File: src/rtl/ipv4_header_validator_core_assert.svh
// Assertion macros for the IPv4 header validator core.
// Each macro expects clk and rst_n in scope.
`ifndef IPV4_HEADER_VALIDATOR_CORE_ASSERT_SVH
`define IPV4_HEADER_VALIDATOR_CORE_ASSERT_SVH

// Same-cycle implication.
`define IHV_ASSERT_IMP(lbl, ante, cons, msg) \
  lbl: assert property (@(posedge clk) disable iff (!rst_n) (ante) |-> (cons)) \
    else $error(msg);

// Next-cycle implication.
`define IHV_ASSERT_NXT(lbl, ante, cons, msg) \
  lbl: assert property (@(posedge clk) disable iff (!rst_n) (ante) |=> (cons)) \
    else $error(msg);

`endif

File: src/rtl/ihv_pkg.sv
// ----------------------------------------------------------------------------
// ihv_pkg
// Shared types and constants for the IPv4 header validator.
// ----------------------------------------------------------------------------
package ihv_pkg;

  localparam int MIN_HEADER_BYTES = 20;
  localparam int QUEUE_DEPTH      = 2;

  localparam logic [3:0] IP_VERSION = 4'd4;
  localparam logic [3:0] IHL_MIN    = 4'd5;
  localparam logic [7:0] IHL_MASK   = 8'h0F;

  // header byte positions
  localparam logic [15:0] POS_VIHL   = 16'd0;
  localparam logic [15:0] POS_TOT_HI = 16'd2;
  localparam logic [15:0] POS_TOT_LO = 16'd3;
  localparam logic [15:0] POS_TTL    = 16'd8;
  localparam logic [15:0] POS_PROTO  = 16'd9;
  localparam logic [15:0] POS_CSUM_HI = 16'd10;
  localparam logic [15:0] POS_CSUM_LO = 16'd11;
  localparam logic [15:0] COUNT_MAX  = 16'hFFFF;

  localparam logic [7:0] PROTO_ICMP = 8'd1;
  localparam logic [7:0] PROTO_UDP  = 8'd17;
  localparam logic [7:0] PROTO_TCP  = 8'd6;

  typedef enum logic [3:0] {
    ST_OK        = 4'd0,
    ST_SHORT     = 4'd1,
    ST_VERSION   = 4'd2,
    ST_IHL       = 4'd3,
    ST_HDR_CUT   = 4'd4,
    ST_CHECKSUM  = 4'd5,
    ST_TRUNCATED = 4'd6,
    ST_TTL       = 4'd7,
    ST_PROTOCOL  = 4'd8
  } ihv_status_t;

  typedef enum logic [1:0] {
    PC_ICMP = 2'd0,
    PC_UDP  = 2'd1,
    PC_TCP  = 2'd2,
    PC_NONE = 2'd3
  } ihv_pclass_t;

  // one finished packet, handed from front to back
  typedef struct packed {
    logic [15:0] len;
    logic [7:0]  vihl;
    logic [20:0] sum;
    logic [15:0] csum;
    logic [15:0] tot_len;
    logic [7:0]  ttl;
    logic [7:0]  proto;
  } ihv_rec_t;

  typedef struct packed {
    logic valid;
    logic full;
  } ihv_qstat_t;

endpackage

File: src/rtl/ihv_front.sv
// ----------------------------------------------------------------------------
// ihv_front
// Byte intake: counts bytes, captures header fields and keeps the running
// header sum. Emits one packet record on the last byte.
// ----------------------------------------------------------------------------
module ihv_front (
  input  logic             clk,
  input  logic             rst_n,
  input  logic             take,
  input  logic [7:0]       data_byte,
  input  logic             last_byte,
  output logic             push,
  output ihv_pkg::ihv_rec_t rec
);

  logic [15:0] cnt_r, cnt_nxt;
  logic [7:0]  vihl_r, vihl_nxt;
  logic [20:0] sum_r, sum_nxt;
  logic [7:0]  hold_r, hold_nxt;
  logic [15:0] csum_r, csum_nxt;
  logic [15:0] tot_r, tot_nxt;
  logic [7:0]  ttl_r, ttl_nxt;
  logic [7:0]  proto_r, proto_nxt;

  logic [5:0]  hlen;
  logic [7:0]  v;

  always_comb begin
    vihl_nxt  = (cnt_r == ihv_pkg::POS_VIHL) ? data_byte : vihl_r;
    hlen      = {vihl_nxt[3:0], 2'b00};
    v         = (cnt_r == ihv_pkg::POS_CSUM_HI || cnt_r == ihv_pkg::POS_CSUM_LO) ?
                8'd0 : data_byte;
    hold_nxt  = hold_r;
    sum_nxt   = sum_r;
    if (cnt_r < {10'd0, hlen}) begin
      if (!cnt_r[0]) begin
        hold_nxt = v;
      end else begin
        sum_nxt = sum_r + {5'd0, hold_r, v};
      end
    end
    tot_nxt   = tot_r;
    ttl_nxt   = ttl_r;
    proto_nxt = proto_r;
    csum_nxt  = csum_r;
    if (cnt_r == ihv_pkg::POS_TOT_HI)  tot_nxt[15:8]  = data_byte;
    if (cnt_r == ihv_pkg::POS_TOT_LO)  tot_nxt[7:0]   = data_byte;
    if (cnt_r == ihv_pkg::POS_TTL)     ttl_nxt        = data_byte;
    if (cnt_r == ihv_pkg::POS_PROTO)   proto_nxt      = data_byte;
    if (cnt_r == ihv_pkg::POS_CSUM_HI) csum_nxt[15:8] = data_byte;
    if (cnt_r == ihv_pkg::POS_CSUM_LO) csum_nxt[7:0]  = data_byte;
    cnt_nxt = (cnt_r != ihv_pkg::COUNT_MAX) ? cnt_r + 16'd1 : cnt_r;

    rec.len     = cnt_nxt;
    rec.vihl    = vihl_nxt;
    rec.sum     = sum_nxt;
    rec.csum    = csum_nxt;
    rec.tot_len = tot_nxt;
    rec.ttl     = ttl_nxt;
    rec.proto   = proto_nxt;
    push        = take & last_byte;
  end

  always_ff @(posedge clk) begin
    if (!rst_n || push) begin
      cnt_r   <= '0;
      vihl_r  <= '0;
      sum_r   <= '0;
      hold_r  <= '0;
      csum_r  <= '0;
      tot_r   <= '0;
      ttl_r   <= '0;
      proto_r <= '0;
    end else if (take) begin
      cnt_r   <= cnt_nxt;
      vihl_r  <= vihl_nxt;
      sum_r   <= sum_nxt;
      hold_r  <= hold_nxt;
      csum_r  <= csum_nxt;
      tot_r   <= tot_nxt;
      ttl_r   <= ttl_nxt;
      proto_r <= proto_nxt;
    end
  end

endmodule

File: src/rtl/ihv_queue.sv
// ----------------------------------------------------------------------------
// ihv_queue
// Short register FIFO of packet records between front and back.
// ----------------------------------------------------------------------------
module ihv_queue #(
  parameter int DEPTH = ihv_pkg::QUEUE_DEPTH
) (
  input  logic              clk,
  input  logic              rst_n,
  input  logic              push,
  input  ihv_pkg::ihv_rec_t push_rec,
  input  logic              pop,
  output ihv_pkg::ihv_rec_t pop_rec,
  output ihv_pkg::ihv_qstat_t stat
);

  localparam int PTR_W = (DEPTH > 1) ? $clog2(DEPTH) : 1;
  localparam int CNT_W = $clog2(DEPTH + 1);
  localparam logic [PTR_W-1:0] PTR_LAST = PTR_W'(DEPTH - 1);
  localparam logic [CNT_W-1:0] CNT_FULL = CNT_W'(DEPTH);

  ihv_pkg::ihv_rec_t mem_r [DEPTH];
  logic [PTR_W-1:0] wr_r, wr_nxt;
  logic [PTR_W-1:0] rd_r, rd_nxt;
  logic [CNT_W-1:0] cnt_r, cnt_nxt;

  always_comb begin
    wr_nxt  = push ? ((wr_r == PTR_LAST) ? '0 : wr_r + 1'b1) : wr_r;
    rd_nxt  = pop  ? ((rd_r == PTR_LAST) ? '0 : rd_r + 1'b1) : rd_r;
    cnt_nxt = cnt_r + CNT_W'(push) - CNT_W'(pop);
    stat.valid = (cnt_r != '0);
    stat.full  = (cnt_r == CNT_FULL);
    pop_rec    = mem_r[rd_r];
  end

  always_ff @(posedge clk) begin
    if (!rst_n) begin
      wr_r  <= '0;
      rd_r  <= '0;
      cnt_r <= '0;
    end else begin
      wr_r  <= wr_nxt;
      rd_r  <= rd_nxt;
      cnt_r <= cnt_nxt;
    end
  end

  always_ff @(posedge clk) begin
    if (push) begin
      mem_r[wr_r] <= push_rec;
    end
  end

endmodule

File: src/rtl/ihv_back.sv
// ----------------------------------------------------------------------------
// ihv_back
// Verdict stage: folds the header sum, runs the checks in order and holds
// the result in the output register.
// ----------------------------------------------------------------------------
module ihv_back (
  input  logic                 clk,
  input  logic                 rst_n,
  input  logic                 q_valid,
  input  ihv_pkg::ihv_rec_t    q_rec,
  output logic                 q_pop,
  output logic                 out_valid,
  input  logic                 out_stall,
  output ihv_pkg::ihv_status_t out_status,
  output ihv_pkg::ihv_pclass_t out_pclass,
  output logic [5:0]           out_hlen,
  output logic [15:0]          out_payload
);

  localparam logic [15:0] MIN_LEN = 16'(ihv_pkg::MIN_HEADER_BYTES);

  logic                 valid_r;
  ihv_pkg::ihv_status_t status_r, status_nxt;
  ihv_pkg::ihv_pclass_t pclass_r, pclass_nxt;
  logic [5:0]           hlen_r, hlen_nxt;
  logic [15:0]          payload_r, payload_nxt;

  logic [16:0] fold1;
  logic [15:0] fold2;
  logic [15:0] computed;
  logic [15:0] hlen_w;

  always_comb begin
    fold1    = {1'b0, q_rec.sum[15:0]} + {12'd0, q_rec.sum[20:16]};
    fold2    = fold1[15:0] + {15'd0, fold1[16]};
    computed = ~fold2;
    hlen_nxt = {q_rec.vihl[3:0], 2'b00};
    hlen_w   = {10'd0, hlen_nxt};

    unique case (q_rec.proto)
      ihv_pkg::PROTO_ICMP: pclass_nxt = ihv_pkg::PC_ICMP;
      ihv_pkg::PROTO_UDP:  pclass_nxt = ihv_pkg::PC_UDP;
      ihv_pkg::PROTO_TCP:  pclass_nxt = ihv_pkg::PC_TCP;
      default:             pclass_nxt = ihv_pkg::PC_NONE;
    endcase

    priority if (q_rec.len < MIN_LEN)             status_nxt = ihv_pkg::ST_SHORT;
    else if (q_rec.vihl[7:4] != ihv_pkg::IP_VERSION) status_nxt = ihv_pkg::ST_VERSION;
    else if (q_rec.vihl[3:0] < ihv_pkg::IHL_MIN)  status_nxt = ihv_pkg::ST_IHL;
    else if (q_rec.len < hlen_w)                  status_nxt = ihv_pkg::ST_HDR_CUT;
    else if (computed != q_rec.csum)              status_nxt = ihv_pkg::ST_CHECKSUM;
    else if (q_rec.tot_len > q_rec.len)           status_nxt = ihv_pkg::ST_TRUNCATED;
    else if (q_rec.ttl == 8'd0)                   status_nxt = ihv_pkg::ST_TTL;
    else if (pclass_nxt == ihv_pkg::PC_NONE)      status_nxt = ihv_pkg::ST_PROTOCOL;
    else                                          status_nxt = ihv_pkg::ST_OK;

    payload_nxt = (q_rec.tot_len >= hlen_w) ? q_rec.tot_len - hlen_w : 16'd0;
    q_pop       = q_valid && (!valid_r || !out_stall);
  end

  always_ff @(posedge clk) begin
    if (!rst_n) begin
      valid_r <= 1'b0;
    end else if (q_pop) begin
      valid_r <= 1'b1;
    end else if (!out_stall) begin
      valid_r <= 1'b0;
    end
  end

  always_ff @(posedge clk) begin
    if (q_pop) begin
      status_r  <= status_nxt;
      pclass_r  <= pclass_nxt;
      hlen_r    <= hlen_nxt;
      payload_r <= payload_nxt;
    end
  end

  assign out_valid   = valid_r;
  assign out_status  = status_r;
  assign out_pclass  = pclass_r;
  assign out_hlen    = hlen_r;
  assign out_payload = payload_r;

endmodule

File: src/rtl/ipv4_header_validator_core.sv
// Path: the last byte's record passes a queue slot, then the output register, where
// out_valid rises; a held verdict (out_stall) keeps the next record in the queue.
// Throughput: one byte per cycle unless in_stall, one verdict per cycle unless
// out_stall; in_stall rises only when the intake-to-verdict record queue is full.
// Reset: synchronous, active low; clears the byte counters, captured fields,
// queue and output valid. No clearing pass.
// ----------------------------------------------------------------------------
// ipv4_header_validator_core
// Validates an IPv4 header streamed one byte per request and reports a
// verdict, protocol class, header length and payload length per packet.
// ----------------------------------------------------------------------------
`include "ipv4_header_validator_core_assert.svh"

module ipv4_header_validator_core #(
  parameter int QUEUE_DEPTH = ihv_pkg::QUEUE_DEPTH
) (
  input  logic        clk,
  input  logic        rst_n,
  input  logic        in_valid,
  output logic        in_stall,
  input  logic [7:0]  in_data_byte,
  input  logic        in_last_byte,
  output logic        out_valid,
  input  logic        out_stall,
  output logic [3:0]  out_status,
  output logic [1:0]  out_protocol_class,
  output logic [5:0]  out_header_bytes,
  output logic [15:0] out_payload_length
);

  logic                 take;
  logic                 q_push;
  logic                 q_pop;
  ihv_pkg::ihv_rec_t    f_rec;
  ihv_pkg::ihv_rec_t    q_rec;
  ihv_pkg::ihv_qstat_t  q_stat;
  ihv_pkg::ihv_status_t b_status;
  ihv_pkg::ihv_pclass_t b_pclass;

  assign in_stall = q_stat.full;
  assign take     = in_valid && !in_stall;

  ihv_front u_front (
    .clk       (clk),
    .rst_n     (rst_n),
    .take      (take),
    .data_byte (in_data_byte),
    .last_byte (in_last_byte),
    .push      (q_push),
    .rec       (f_rec)
  );

  ihv_queue #(
    .DEPTH (QUEUE_DEPTH)
  ) u_queue (
    .clk      (clk),
    .rst_n    (rst_n),
    .push     (q_push),
    .push_rec (f_rec),
    .pop      (q_pop),
    .pop_rec  (q_rec),
    .stat     (q_stat)
  );

  ihv_back u_back (
    .clk         (clk),
    .rst_n       (rst_n),
    .q_valid     (q_stat.valid),
    .q_rec       (q_rec),
    .q_pop       (q_pop),
    .out_valid   (out_valid),
    .out_stall   (out_stall),
    .out_status  (b_status),
    .out_pclass  (b_pclass),
    .out_hlen    (out_header_bytes),
    .out_payload (out_payload_length)
  );

  assign out_status         = b_status;
  assign out_protocol_class = b_pclass;

  `IHV_ASSERT_IMP(a_no_overflow, q_push, !q_stat.full, "record pushed into full queue")
  `IHV_ASSERT_IMP(a_pop_valid, q_pop, q_stat.valid, "record popped from empty queue")
  `IHV_ASSERT_NXT(a_push_visible, q_push, q_stat.valid, "pushed record not visible")
  `IHV_ASSERT_IMP(a_ok_has_class, out_valid && b_status == ihv_pkg::ST_OK,
                  b_pclass != ihv_pkg::PC_NONE, "ok verdict without protocol class")

endmodule

File: config.mk
export PLATFORM = sky130hd
export DESIGN_NAME = ipv4_header_validator_core
export DESIGN_NICKNAME = d
export VERILOG_FILES = /design/src/rtl/ihv_pkg.sv /design/src/rtl/ihv_front.sv /design/src/rtl/ihv_queue.sv /design/src/rtl/ihv_back.sv /design/src/rtl/ipv4_header_validator_core.sv
export VERILOG_INCLUDE_DIRS = /design/src /design/src/rtl
export SDC_FILE = /design/constraint.sdc
export NUM_CORES = 1
export LEC_CHECK = 0
export BUFFER_PORTS_ARGS = -buffer_cell sky130_fd_sc_hd__buf_2
export CAP_MARGIN = 20
export CORE_ASPECT_RATIO = 1.2
export CORE_MARGIN = 2
export CORE_UTILIZATION = 57
export DETAILED_ROUTE_END_ITERATION = 7
export PLACE_DENSITY = 0.77
export SLEW_MARGIN = 20
export SYNTH_ARGS = -nofsm -noshare
export SYNTH_HDL_FRONTEND = slang
export SYNTH_SLANG_ARGS = --single-unit
File: constraint.sdc
create_clock -name clk -period 6.97 [get_ports clk]
set_input_delay 0.697 -clock clk [delete_from_list [all_inputs] [get_ports clk]]
set_output_delay 0.697 -clock clk [all_outputs]
set_load 0.02 [all_outputs]
==> run summary <==
count leader, synth: edfxtp_1
largest net degree at the start of global routing: 87
CTS max path bufs: 3
CTS tree: yes
period utilization: 73.5%
Async S/R FF share, synth: 0%
Synth area leaders: edfxtp_1 (41%), dfxtp_1 (14%), mux2_2 (6.6%)
startpoint class of the critical path: register
synth unique cells: 73
DR pass1 iterations: 5
nets@finish: 1496
Mapped Cells: 1396
mapped cell area: 0.0156 mm²
Synth Flop Type: edfxtp_1
Lkg Pwr: 0.00630 µW
most crowded layer after global routing: met2
Routability Congestion: 0.951
Crit. End Element: register
Worst Clk Skew: 33.7 ps
Critical Path RT: 7250 ps
share of post-route cells with drive strength above 1: 15.9%
antenna cells: 0
I/O Pins: 43
setup_tns: 0 ps
Initial Util: 57.8%
global-route wire length before repair: 54100 µm
Critical Path Fanout Max: 13
number of I/O port buffers: 40
Pwr per Cell Area: 344 mW/mm²
Slew Limit Fails: 0
VDD IR-drop max: 0.319 mV
die height: 185 µm
Worst-path clk slew: 70 ps
hold_ws: 403 ps
CTS resizes: 0
DRC Markers: 0
CTS sink cnt: 319
met2 usage: 39.7%
H-tree depth: 1
chip width: 155 µm
P&R area growth vs syn: 9.86%
vias per cell: 5.89
Fmax: 0.195 GHz
fillcell total: 2031
DR iter-0 viols: 838
final setup fails: 0
Post-synth EDFFs: 212
Final Power: 5890 µW
RSZ-0062 raised after global routing: false
drt wl/cell: 19.3 µm
DP Area: 0.0161 mm²
Num CTS Buffers: 30
met1 Use GR: 32.3%
vias in the first global route: 10100
share of the synthesized area in the top cell type: 40.8%
pre-CTS WS: 1890 ps
Least-Margin Pin Slew: 1090 ps
Hold Crit Class: in2reg
DPL Wire Length: 23600 µm
initial antenna violation count: 1
Slew headroom: 26.1%
All-Layer GR Usage: 24.0%
run status: completed
Crit Path Class: reg2reg
Final Hold Vio Count: 0
Post-CTS Repair Setup Buffers: 0
Yosys warnings: 0
worst path arrival time: 5400 ps
Vias: 10500
Core ar.: 0.0270 mm²
sequential area share after synthesis: 54.5%
Tmin final: 5120 ps
clk_lat worst skew: 580 ps
GR Util met3: 4.09%
final instance area: 0.0172 mm²
Avg Cell Area, Syn: 11.2 µm²
post-route ant nets: 0
most frequent cells after synthesis: edfxtp_1 (212), nor2_1 (160), nand2_1 (131)
Hold Buf Count CTS: 0
PnR worst setup slack: 1850 ps
grt total ovfl: 0
cell taking the most area after synthesis: edfxtp_1
# Max-Cap Violations: 0
Clock Tree Root: clkbuf_16
WL final: 34400 µm
DIE AREA: 0.0287 mm²
flop and latch count out of synthesis: 319
row cnt: 66
per-layer routing:
metal	vias to the layer above	part of all wire, %
met4	2	2.9
met1	5031	43
met2	329	48
li1	5113	-
met5	-	0.038
met3	65	6.2
worst max-delay path: stages, from the launching register on:
cell and delay (ps):
dfxtp_4 440, mux2_2 360, ha_1 450, a211oi_4 110
o21bai_2 360, nand2_1 140, nor4b_1 380, ha_1 280
ha_1 210, and2_1 190, nand2_2 130, or4_4 480
or3_4 400, a2111oi_4 380, o211ai_1 140, o311ai_1 240
o311ai_1 130
power breakdown:
group / internal, µW / switching (µW) / total (µW)
registers: 2280 / 85.2 / 2370
logic: 697 / 1160 / 1860
clock network: 925 / 742 / 1670
total: 3900 / 1990 / 5890
through the flow:
stage | util (%) | std cells
2_1_floorplan | - | 1397
3_3_place_gp | 59.7 | 1733
3_5_place_dp | 59.7 | 1733
4_1_cts | 63.5 | 1789
5_1_grt | 63.5 | 1789
6_report | 63.5 | 1789
cells by family (layout without fill, tap and decap cells):
group / after synthesis / in the layout / share of synthesized area, %
and+or+nand+nor: 489 / 489 / 14.8
muxes: 149 / 149 / 10.3
adders and majority gates: 58 / 58 / 4.79
other: 1 / 2 / 0.0240
xor gates and xnor gates: 87 / 87 / 4.93
AOI/OAI and AO/OA: 195 / 195 / 8.02
buffers and inverters: 98 / 150 / 2.64
DFF: 319 / 319 / 54.5
cells in the final DEF (no fill, tap or decap), types with 4 or more instances in the layout:
cell type	netlist	layout
edfxtp_1	212	212
nor2_1	160	159
nand2_1	131	130
dfxtp_1	107	106
mux2_2	92	92
a21oi_1	66	65
xnor2_1	62	62
mux2i_1	56	56
ha_1	55	55
nor3_1	49	49
o21ai_0	47	47
inv_1	44	44
buf_2	5	40
clkbuf_16	0	31
nand3_1	28	28
xor2_1	24	24
nand4_1	22	22
and3_1	18	17
a211oi_1	17	17
nor4_1	11	11
a21o_1	11	11
o21a_1	11	11
buf_4	2	10
and2_1	9	9
nor2b_1	10	9
nand2b_1	9	8
or3_1	8	8
o211ai_1	8	8
or2_2	7	7
clkinv_4	0	6
and4_1	5	5
o31ai_1	5	5
clkinvlp_4	0	5
clkinv_2	0	4
final cells by class:
type | instances | area [µm²] | share of cell area [%]
sequential | 319 | 8510 | 49.6
multi-input combinational | 980 | 6740 | 39.3
clock buffer | 33 | 803 | 4.68
tap | 340 | 425 | 2.48
timing repair buffer | 50 | 275 | 1.60
clock inverter | 23 | 236 | 1.38
inverter | 44 | 165 | 0.963
state kept, by name, summed over array words and instances, names as in the netlist, 2 cells and up, named ones only:
name and count:
u_queue.mem_r 186, u_front.sum_r 21, u_back.out_payload 16, u_front.cnt_r 16, u_front.csum_r 16, u_front.tot_r 16
u_front.hold_r 8, u_front.proto_r 8, u_front.ttl_r 8, u_front.vihl_r 8, u_back.out_hlen 4, u_back.out_status 4
u_back.out_pclass 2, u_queue.cnt_r 2
path summary, 6_finish.rpt:
kind | start | to | slack, ps | depth (start not counted)
worst max-delay path | register | u_back.out_status[0] | 1850 | 16
worst min-delay path | out_stall | u_back.out_valid | 400 | 3
worst max register to register | register | u_back.out_status[0] | 1850 | 16
worst min register to register | u_front.proto_r[5] | u_front.proto_r[5] | 460 | 2
Note: power is estimated with default switching activity, not from simulation.
